--- config.mk ---
export PLATFORM = sky130hd
export DESIGN_NAME = amplitude_to_millibel
export DESIGN_NICKNAME = d
export VERILOG_FILES = /design/src/design/amp2mb_pkg.sv /design/src/design/amplitude_to_millibel.sv
export SDC_FILE = /design/constraint.sdc
export NUM_CORES = 2
export LEC_CHECK = 0
export BUFFER_PORTS_ARGS = -buffer_cell sky130_fd_sc_hd__buf_4
export CAP_MARGIN = 20
export CORE_MARGIN = 5
export CORE_UTILIZATION = 35
export DETAILED_ROUTE_END_ITERATION = 10
export PLACE_DENSITY_LB_ADDON = 0.15
export RECOVER_POWER = 25
export SETUP_SLACK_MARGIN = 0.02
export SYNTH_ARGS = -nofsm -noshare
export SYNTH_HDL_FRONTEND = slang
export SYNTH_SLANG_ARGS = --single-unit
export TNS_END_PERCENT = 5
--- constraint.sdc ---
create_clock -name i_clk -period 16.4 [get_ports i_clk]
set_clock_uncertainty 0.15 [all_clocks]
set_input_delay 1.64 -clock i_clk [delete_from_list [all_inputs] [get_ports i_clk]]
set_output_delay 1.64 -clock i_clk [all_outputs]
set_load 0.1 [all_outputs]
--- src/design/amp2mb_pkg.sv ---
package amp2mb_pkg;

    // Default number of fraction bits in the fixed point log2.
    localparam int LOG_FRAC_BITS_DEF = 24;

    // Register indexes of the configuration port.
    localparam logic CFG_FLOOR_THRESHOLD = 1'b0;
    localparam logic CFG_SCALE           = 1'b1;

    // Reset values of the configuration registers.
    localparam logic [31:0] FLOOR_THRESH_RST = 32'h3727_C5AC;
    localparam logic [15:0] SCALE_RST        = 16'd2000;

    // log10(2) as Q0.32, rounded to nearest.
    localparam logic [31:0] LOG10_2_Q32 = 32'h4D10_4D42;

    // Floor level and the magnitude at which computed levels are clamped.
    localparam logic signed [14:0] FLOOR_LEVEL  = -15'sd10000;
    localparam int unsigned        LEVEL_CLAMP  = 10000;
    localparam logic [7:0]         EXP_BIAS     = 8'd127;

    typedef enum logic [3:0] {
        S_IDLE,
        S_MULM,
        S_SQ,
        S_LOG,
        S_P0,
        S_P1,
        S_P2,
        S_P3,
        S_CLAMP,
        S_OUT
    } t_state;

    function automatic logic is_nan(input logic [31:0] b);
        return (b[30:23] == 8'hFF) && (b[22:0] != 23'd0);
    endfunction

    // Unsigned key that orders IEEE single patterns like their values.
    function automatic logic [31:0] order_key(input logic [31:0] b);
        logic [31:0] z;
        z = (b[30:0] == 31'd0) ? 32'd0 : b;
        return z[31] ? ~z : (z | 32'h8000_0000);
    endfunction

endpackage

--- src/design/amplitude_to_millibel.sv ---
// Amplitude to millibel converter.
//
// An IEEE single amplitude word enters on the input channel (i_valid /
// o_ready) and one level word leaves on the output channel (o_valid /
// i_ready). The level is trunc(scale * log10(x)), clamped to -10000..0,
// with o_floored set when the floor rule gave -10000.
// The block works on one word at a time. A single 32 by 32 bit multiplier
// does all the multiplications: one product forms scale * log10(2), then
// LOG_FRAC_BITS squarings of the mantissa give the log2 fraction one bit
// each, and four partial products scale the log. A word that needs the
// full computation passes through S_MULM, S_SQ, S_LOG, S_P0 to S_P3,
// S_CLAMP and S_OUT to the output register, and no new word is accepted
// until the sequencer is back in S_IDLE. NaN, infinity, zero, negative,
// subnormal, large and below-threshold words skip the arithmetic: they
// go from S_IDLE straight to S_OUT and from there to the output register.
// The result sits in an output register, so the next word is accepted
// while it waits; a stalled receiver only holds a finished result back
// from that register. Synchronous reset clears the sequencer and the
// output valid and restores the configuration registers.
module amplitude_to_millibel
    import amp2mb_pkg::*;
#(
    parameter int LOG_FRAC_BITS = LOG_FRAC_BITS_DEF
) (
    input  logic               i_clk,
    input  logic               i_rst_n,
    // Configuration write port.
    input  logic               i_cfg_we,
    input  logic               i_cfg_idx,
    input  logic [31:0]        i_cfg_data,
    // Input channel.
    input  logic               i_valid,
    output logic               o_ready,
    input  logic [31:0]        i_amplitude_bits,
    // Output channel.
    output logic               o_valid,
    input  logic               i_ready,
    output logic signed [14:0] o_level_millibel,
    output logic               o_floored
);

    // Width of |log2(x)| in fixed point: seven integer bits cover 1..126.
    localparam int AW = LOG_FRAC_BITS + 7;
    // Width of the full product |log2(x)| * scale * log10(2).
    localparam int PW = AW + 48;
    // Width of the integer level after dropping the fraction bits.
    localparam int QW = PW - LOG_FRAC_BITS - 32;
    localparam int CW = $clog2(LOG_FRAC_BITS);

    t_state                    r_state, n_state;
    logic [31:0]               r_thresh;
    logic [15:0]               r_scale;
    logic [30:0]               r_v, n_v;
    logic [6:0]                r_ediff, n_ediff;
    logic [CW-1:0]             r_cnt, n_cnt;
    logic [LOG_FRAC_BITS-1:0]  r_frac, n_frac;
    logic [47:0]               r_m, n_m;
    logic [AW-1:0]             r_a, n_a;
    logic [PW-1:0]             r_acc, n_acc;
    logic signed [14:0]        r_res_level, n_res_level;
    logic                      r_res_fl, n_res_fl;
    logic                      r_o_valid, n_o_valid;
    logic signed [14:0]        r_o_level, n_o_level;
    logic                      r_o_floored, n_o_floored;

    logic                      in_acc;
    logic [7:0]                x_exp;
    logic                      x_nan, x_below, x_nonpos, x_big;
    logic [31:0]               mul_a, mul_b;
    logic [63:0]               mul_p;
    logic [31:0]               sq;
    logic [63:0]               a_ext;
    logic [PW-1:0]             addend;
    logic [QW-1:0]             q, q_neg;
    logic                      out_free;

    assign in_acc   = i_valid && o_ready;
    assign out_free = !r_o_valid || i_ready;

    // Classification of the incoming word, in the order the rules apply.
    assign x_exp    = i_amplitude_bits[30:23];
    assign x_nan    = is_nan(i_amplitude_bits);
    assign x_below  = !is_nan(r_thresh)
                      && (order_key(i_amplitude_bits) < order_key(r_thresh));
    assign x_nonpos = i_amplitude_bits[31] || (x_exp == 8'd0);
    assign x_big    = x_exp >= EXP_BIAS;

    // The shared multiplier and its operand selection.
    assign a_ext = 64'(r_a);

    always_comb begin
        case (r_state)
            S_MULM: begin
                mul_a = 32'(r_scale);
                mul_b = LOG10_2_Q32;
            end
            S_SQ: begin
                mul_a = 32'(r_v);
                mul_b = 32'(r_v);
            end
            S_P0: begin
                mul_a = a_ext[31:0];
                mul_b = r_m[31:0];
            end
            S_P1: begin
                mul_a = a_ext[31:0];
                mul_b = 32'(r_m[47:32]);
            end
            S_P2: begin
                mul_a = a_ext[63:32];
                mul_b = r_m[31:0];
            end
            S_P3: begin
                mul_a = a_ext[63:32];
                mul_b = 32'(r_m[47:32]);
            end
            default: begin
                mul_a = 32'd0;
                mul_b = 32'd0;
            end
        endcase
    end

    assign mul_p = 64'(mul_a) * 64'(mul_b);
    // The square of a Q1.30 value in [1, 2) is below 4, so 32 bits hold it.
    assign sq    = mul_p[61:30];

    always_comb begin
        case (r_state)
            S_P1, S_P2: addend = PW'(mul_p) << 32;
            S_P3:       addend = PW'(mul_p) << 64;
            default:    addend = PW'(mul_p);
        endcase
    end

    assign q     = r_acc[PW-1 -: QW];
    assign q_neg = QW'(0) - q;

    // Next state.
    always_comb begin
        n_state = r_state;
        case (r_state)
            S_IDLE: begin
                if (in_acc) begin
                    if (x_nan || x_below || x_nonpos || x_big) begin
                        n_state = S_OUT;
                    end else begin
                        n_state = S_MULM;
                    end
                end
            end
            S_MULM:  n_state = S_SQ;
            S_SQ: begin
                if (r_cnt == CW'(0)) begin
                    n_state = S_LOG;
                end
            end
            S_LOG:   n_state = S_P0;
            S_P0:    n_state = S_P1;
            S_P1:    n_state = S_P2;
            S_P2:    n_state = S_P3;
            S_P3:    n_state = S_CLAMP;
            S_CLAMP: n_state = S_OUT;
            S_OUT: begin
                if (out_free) begin
                    n_state = S_IDLE;
                end
            end
            default: n_state = S_IDLE;
        endcase
    end

    // Datapath and outputs.
    always_comb begin
        n_v         = r_v;
        n_ediff     = r_ediff;
        n_cnt       = r_cnt;
        n_frac      = r_frac;
        n_m         = r_m;
        n_a         = r_a;
        n_acc       = r_acc;
        n_res_level = r_res_level;
        n_res_fl    = r_res_fl;
        n_o_valid   = r_o_valid && !i_ready;
        n_o_level   = r_o_level;
        n_o_floored = r_o_floored;
        case (r_state)
            S_IDLE: begin
                if (in_acc) begin
                    n_v     = {1'b1, i_amplitude_bits[22:0], 7'd0};
                    n_ediff = 7'(EXP_BIAS - x_exp);
                    if (x_nan) begin
                        n_res_level = 15'sd0;
                        n_res_fl    = 1'b0;
                    end else if (x_below || x_nonpos) begin
                        n_res_level = FLOOR_LEVEL;
                        n_res_fl    = 1'b1;
                    end else begin
                        // Infinity and any word of one or more give level 0.
                        n_res_level = 15'sd0;
                        n_res_fl    = 1'b0;
                    end
                end
            end
            S_MULM: begin
                n_m   = mul_p[47:0];
                n_cnt = CW'(LOG_FRAC_BITS - 1);
            end
            S_SQ: begin
                n_frac = {r_frac[LOG_FRAC_BITS-2:0], sq[31]};
                n_v    = sq[31] ? sq[31:1] : sq[30:0];
                n_cnt  = r_cnt - CW'(1);
            end
            S_LOG: begin
                // |log2(x)| = (127 - exponent) * 2^F - fraction.
                n_a = {r_ediff, {LOG_FRAC_BITS{1'b0}}} - AW'(r_frac);
            end
            S_P0: begin
                n_acc = addend;
            end
            S_P1, S_P2, S_P3: begin
                n_acc = r_acc + addend;
            end
            S_CLAMP: begin
                n_res_fl = 1'b0;
                if (q > QW'(LEVEL_CLAMP)) begin
                    n_res_level = FLOOR_LEVEL;
                end else begin
                    n_res_level = 15'(q_neg);
                end
            end
            S_OUT: begin
                if (out_free) begin
                    n_o_valid   = 1'b1;
                    n_o_level   = r_res_level;
                    n_o_floored = r_res_fl;
                end
            end
            default: begin
            end
        endcase
    end

    assign o_ready          = (r_state == S_IDLE);
    assign o_valid          = r_o_valid;
    assign o_level_millibel = r_o_level;
    assign o_floored        = r_o_floored;

    always_ff @(posedge i_clk) begin
        if (!i_rst_n) begin
            r_state   <= S_IDLE;
            r_o_valid <= 1'b0;
            r_thresh  <= FLOOR_THRESH_RST;
            r_scale   <= SCALE_RST;
        end else begin
            r_state   <= n_state;
            r_o_valid <= n_o_valid;
            if (i_cfg_we) begin
                case (i_cfg_idx)
                    CFG_FLOOR_THRESHOLD: r_thresh <= i_cfg_data;
                    CFG_SCALE:           r_scale  <= i_cfg_data[15:0];
                    default: begin
                    end
                endcase
            end
        end
    end

    always_ff @(posedge i_clk) begin
        r_v         <= n_v;
        r_ediff     <= n_ediff;
        r_cnt       <= n_cnt;
        r_frac      <= n_frac;
        r_m         <= n_m;
        r_a         <= n_a;
        r_acc       <= n_acc;
        r_res_level <= n_res_level;
        r_res_fl    <= n_res_fl;
        r_o_level   <= n_o_level;
        r_o_floored <= n_o_floored;
    end

endmodule
==> flow_metrics.tcl <==
set metrics [dict create \
    outcome "finished, violations left" \
    violations "max-capacitance violations, max-slew violations" \
    drive_above_1_share_pct 6.12 \
    coreArea_um2 146000 \
    critical_path_class "reg2reg" \
    ys_seq_elements 310 \
    n_antenna_cell 0 \
    placed_cell_area_um2 54500 \
    required_ns 16.57 \
    crit_slowest_cell "dfxtp_1" \
    postLayoutCoreUtil_pct 38.3 \
    wire_per_inst_um 24.8 \
    grt_pass1_wl_um 285000 \
    port_buffers 87 \
    vias 41400 \
    antenna_found_initial 9 \
    preCtsSetupSlack_ns 2.00 \
    cts_made_buffers 39 \
    timing.slew.headroom_pct -56.4 \
    yosys.cell_types.count 84 \
    clock_latency_ns 0.58 \
    rsz0062_at_grt "false" \
    fin_cells 7720 \
    dp.cells 7647 \
    synth-edff-count 257 \
    place_congestion 0.937 \
    cellLeakagePower_nw 25.9 \
    gr-usage-all-layers_pct 24.5 \
    first_iter_violations 3556 \
    dpl.hpwl_um 154000 \
    setup_ws_ns 1.76 \
    yosysWarnings 0 \
    critPathMaxStageDelay_ns 0.66 \
    worstMarginPinSlew_ns 2.35 \
    grt_overflow_total 0 \
    fp.dieArea_um2 155000 \
    max_freq_mhz 68.3 \
    synth_cells 5802 \
    seq_area_frac_synth_pct 17.1 \
    grt_pass1_vias 42500 \
    grt_max_degree 73 \
    remaining_drc_errors 0 \
    nets 7097 \
    clkSinkCount 310 \
    synth_ff_type "edfxtp_1" \
    maxCapViolCount 2 \
    die_x_um 393 \
    ctsHoldBuffers 0 \
    drv_slew 85 \
    crit_top_cell "fa_1" \
    post_cts_resized 0 \
    ios 88 \
    stdcell_area_um2 55800 \
    power.density_nw_per_um2 151 \
    dieHeight_um 393 \
    arrival_ns 14.82 \
    reg2regPathDepth 40 \
    syn-num-nets 7127 \
    start_util_pct 35.2 \
    setup_tns_ns 0 \
    peakVddDrop_mv 0.108 \
    vias_per_cell 5.36 \
    whs_ns 0.266 \
    clkTransAtPathRegs_ns 0.06 \
    syn-cell-area_um2 51400 \
    syn_area_per_cell_um2 8.86 \
    finalPower_mw 8.45 \
    ant_nets 0 \
    hp-class "reg2reg" \
    clock_path_buffers 3 \
    r2r_slack_ns 1.76 \
    cts_root_buf "clkbuf_16" \
    hold_depth 0 \
    setup_violations 0 \
    cts.htree.levels 2 \
    cp-start-kind "flop" \
    post-route-min-period_ns 14.64 \
    areaGrowthSynthToFinish_pct 8.59 \
    routed_wl_um 191000 \
    postCtsSetupBuffers 0 \
    end_kind "flop" \
    drt-pass1-iter-count 7 \
    cts_tree "done" \
    async_flop_share_pct 0 \
    crit_path_max_fanout 72 \
    core.rowCount 140 \
    hold_violations 0 \
    post-route-period-util_pct 89.3 \
    fillers 14900 \
]
synth_stat cells (all sizes together), types with 6 or more instances:
cell type,n,area (um^2)
nand2b,34,213
ha,387,4840
o211ai,11,82.6
mux2i,23,230
dfxtp,53,1060
a221oi,13,114
a21oi,184,921
clkbuf,273,1030
a22oi,40,300
inv,905,3400
nor2,741,2780
o21bai,30,225
a21o,132,995
and2,31,198
xor2,104,911
a211oi,23,173
nand2,848,3180
a21boi,34,255
o22ai,11,68.8
or2,13,81.3
buf,36,206
a22o,27,236
o31ai,20,150
o21ai,181,910
nor2b,15,93.8
fa,868,17400
nand3,84,425
a221o,7,70.1
o2111ai,6,52.6
xnor2,130,1140
nor4,27,169
and4,7,63.8
o21a,29,218
or3,19,119
nor3,43,215
and3,17,109
nand4,44,275
a31oi,20,125
or4,10,78.8
edfxtp,257,7720
area by class of cell:
class | count | area, um^2 | share of cell area (%)
Tap cell | 1917 | 2400 | 4.29
Clock inverter | 27 | 330 | 0.591
Timing Repair Buffer | 240 | 1780 | 3.18
Clock buffer | 45 | 1030 | 1.84
Inverter | 905 | 3400 | 6.09
Multi-Input combinational cell | 4276 | 38100 | 68.3
Sequential cell | 310 | 8780 | 15.7
routing by layer:
layer	GRT usage, %	part of all wire (%)	routed length (um)
met3	3.19	6.8	13100
met4	7.53	3.8	7220
met5	0	0.014	27
met1	34.3	44	83800
met2	39.5	46	87300
cells by family after synthesis:
group	synth area share (%)
mux	0.470
buf+inv	9.05
fa+ha+maj	43.2
compound gates	10.5
xor+xnor	3.98
flops	17.1
simple gates	15.7
cell usage in the layout (no fill, tap or decap), types with 27 or more instances in the layout:
cell,n
inv_1,902
fa_1,868
nand2_1,848
nor2_1,738
ha_1,387
edfxtp_1,257
buf_4,226
a21oi_1,181
o21ai_0,167
a21o_1,129
xnor2_1,126
xor2_1,103
nand3_1,83
dfxtp_1,53
nand4_1,44
a22oi_1,40
nor3_1,40
clkbuf_16,39
nand2b_1,34
a21boi_0,34
o21bai_1,30
and2_1,29
o21a_1,28
a22o_1,27
nor4_1,27
where the power goes:
| group | switching (mW) | internal, mW |
|---|---|---|
| registers | 0.141 | 1.17 |
| clock network | 0.374 | 0.563 |
| logic | 4.29 | 1.91 |
| total | 4.80 | 3.65 |
registers in the layout, indices dropped and copies added, names as in the netlist, 5 cells and up:
| register | cells |
|---|---|
| r_frac | 24 |
| r_v | 31 |
| r_acc | 79 |
| r_cnt | 5 |
| r_m | 48 |
| r_ediff | 7 |
| r_a | 31 |
| o_level_millibel | 15 |
| r_thresh | 32 |
| r_res_level | 15 |
| r_scale | 16 |
path summary, 6_finish.rpt:
kind / endpoint / start
worst min register to register: o_level_millibel[4] / r_res_level[4]
worst min-delay path: o_level_millibel[4] / r_res_level[4]
worst max-delay path: r_acc[76] / r_state[1]
worst max register to register: r_acc[76] / r_state[1]
critical path, delay by kind of cell (launching register included):
family | cells | cell delay [ns]
simple gates | 8 | 1.86
compound gates | 13 | 4.51
xor+xnor | 2 | 0.59
buf+inv | 7 | 2.09
fa+ha+maj | 10 | 4.47
flops | 1 | 0.66
(Power assumes the default switching activity.)
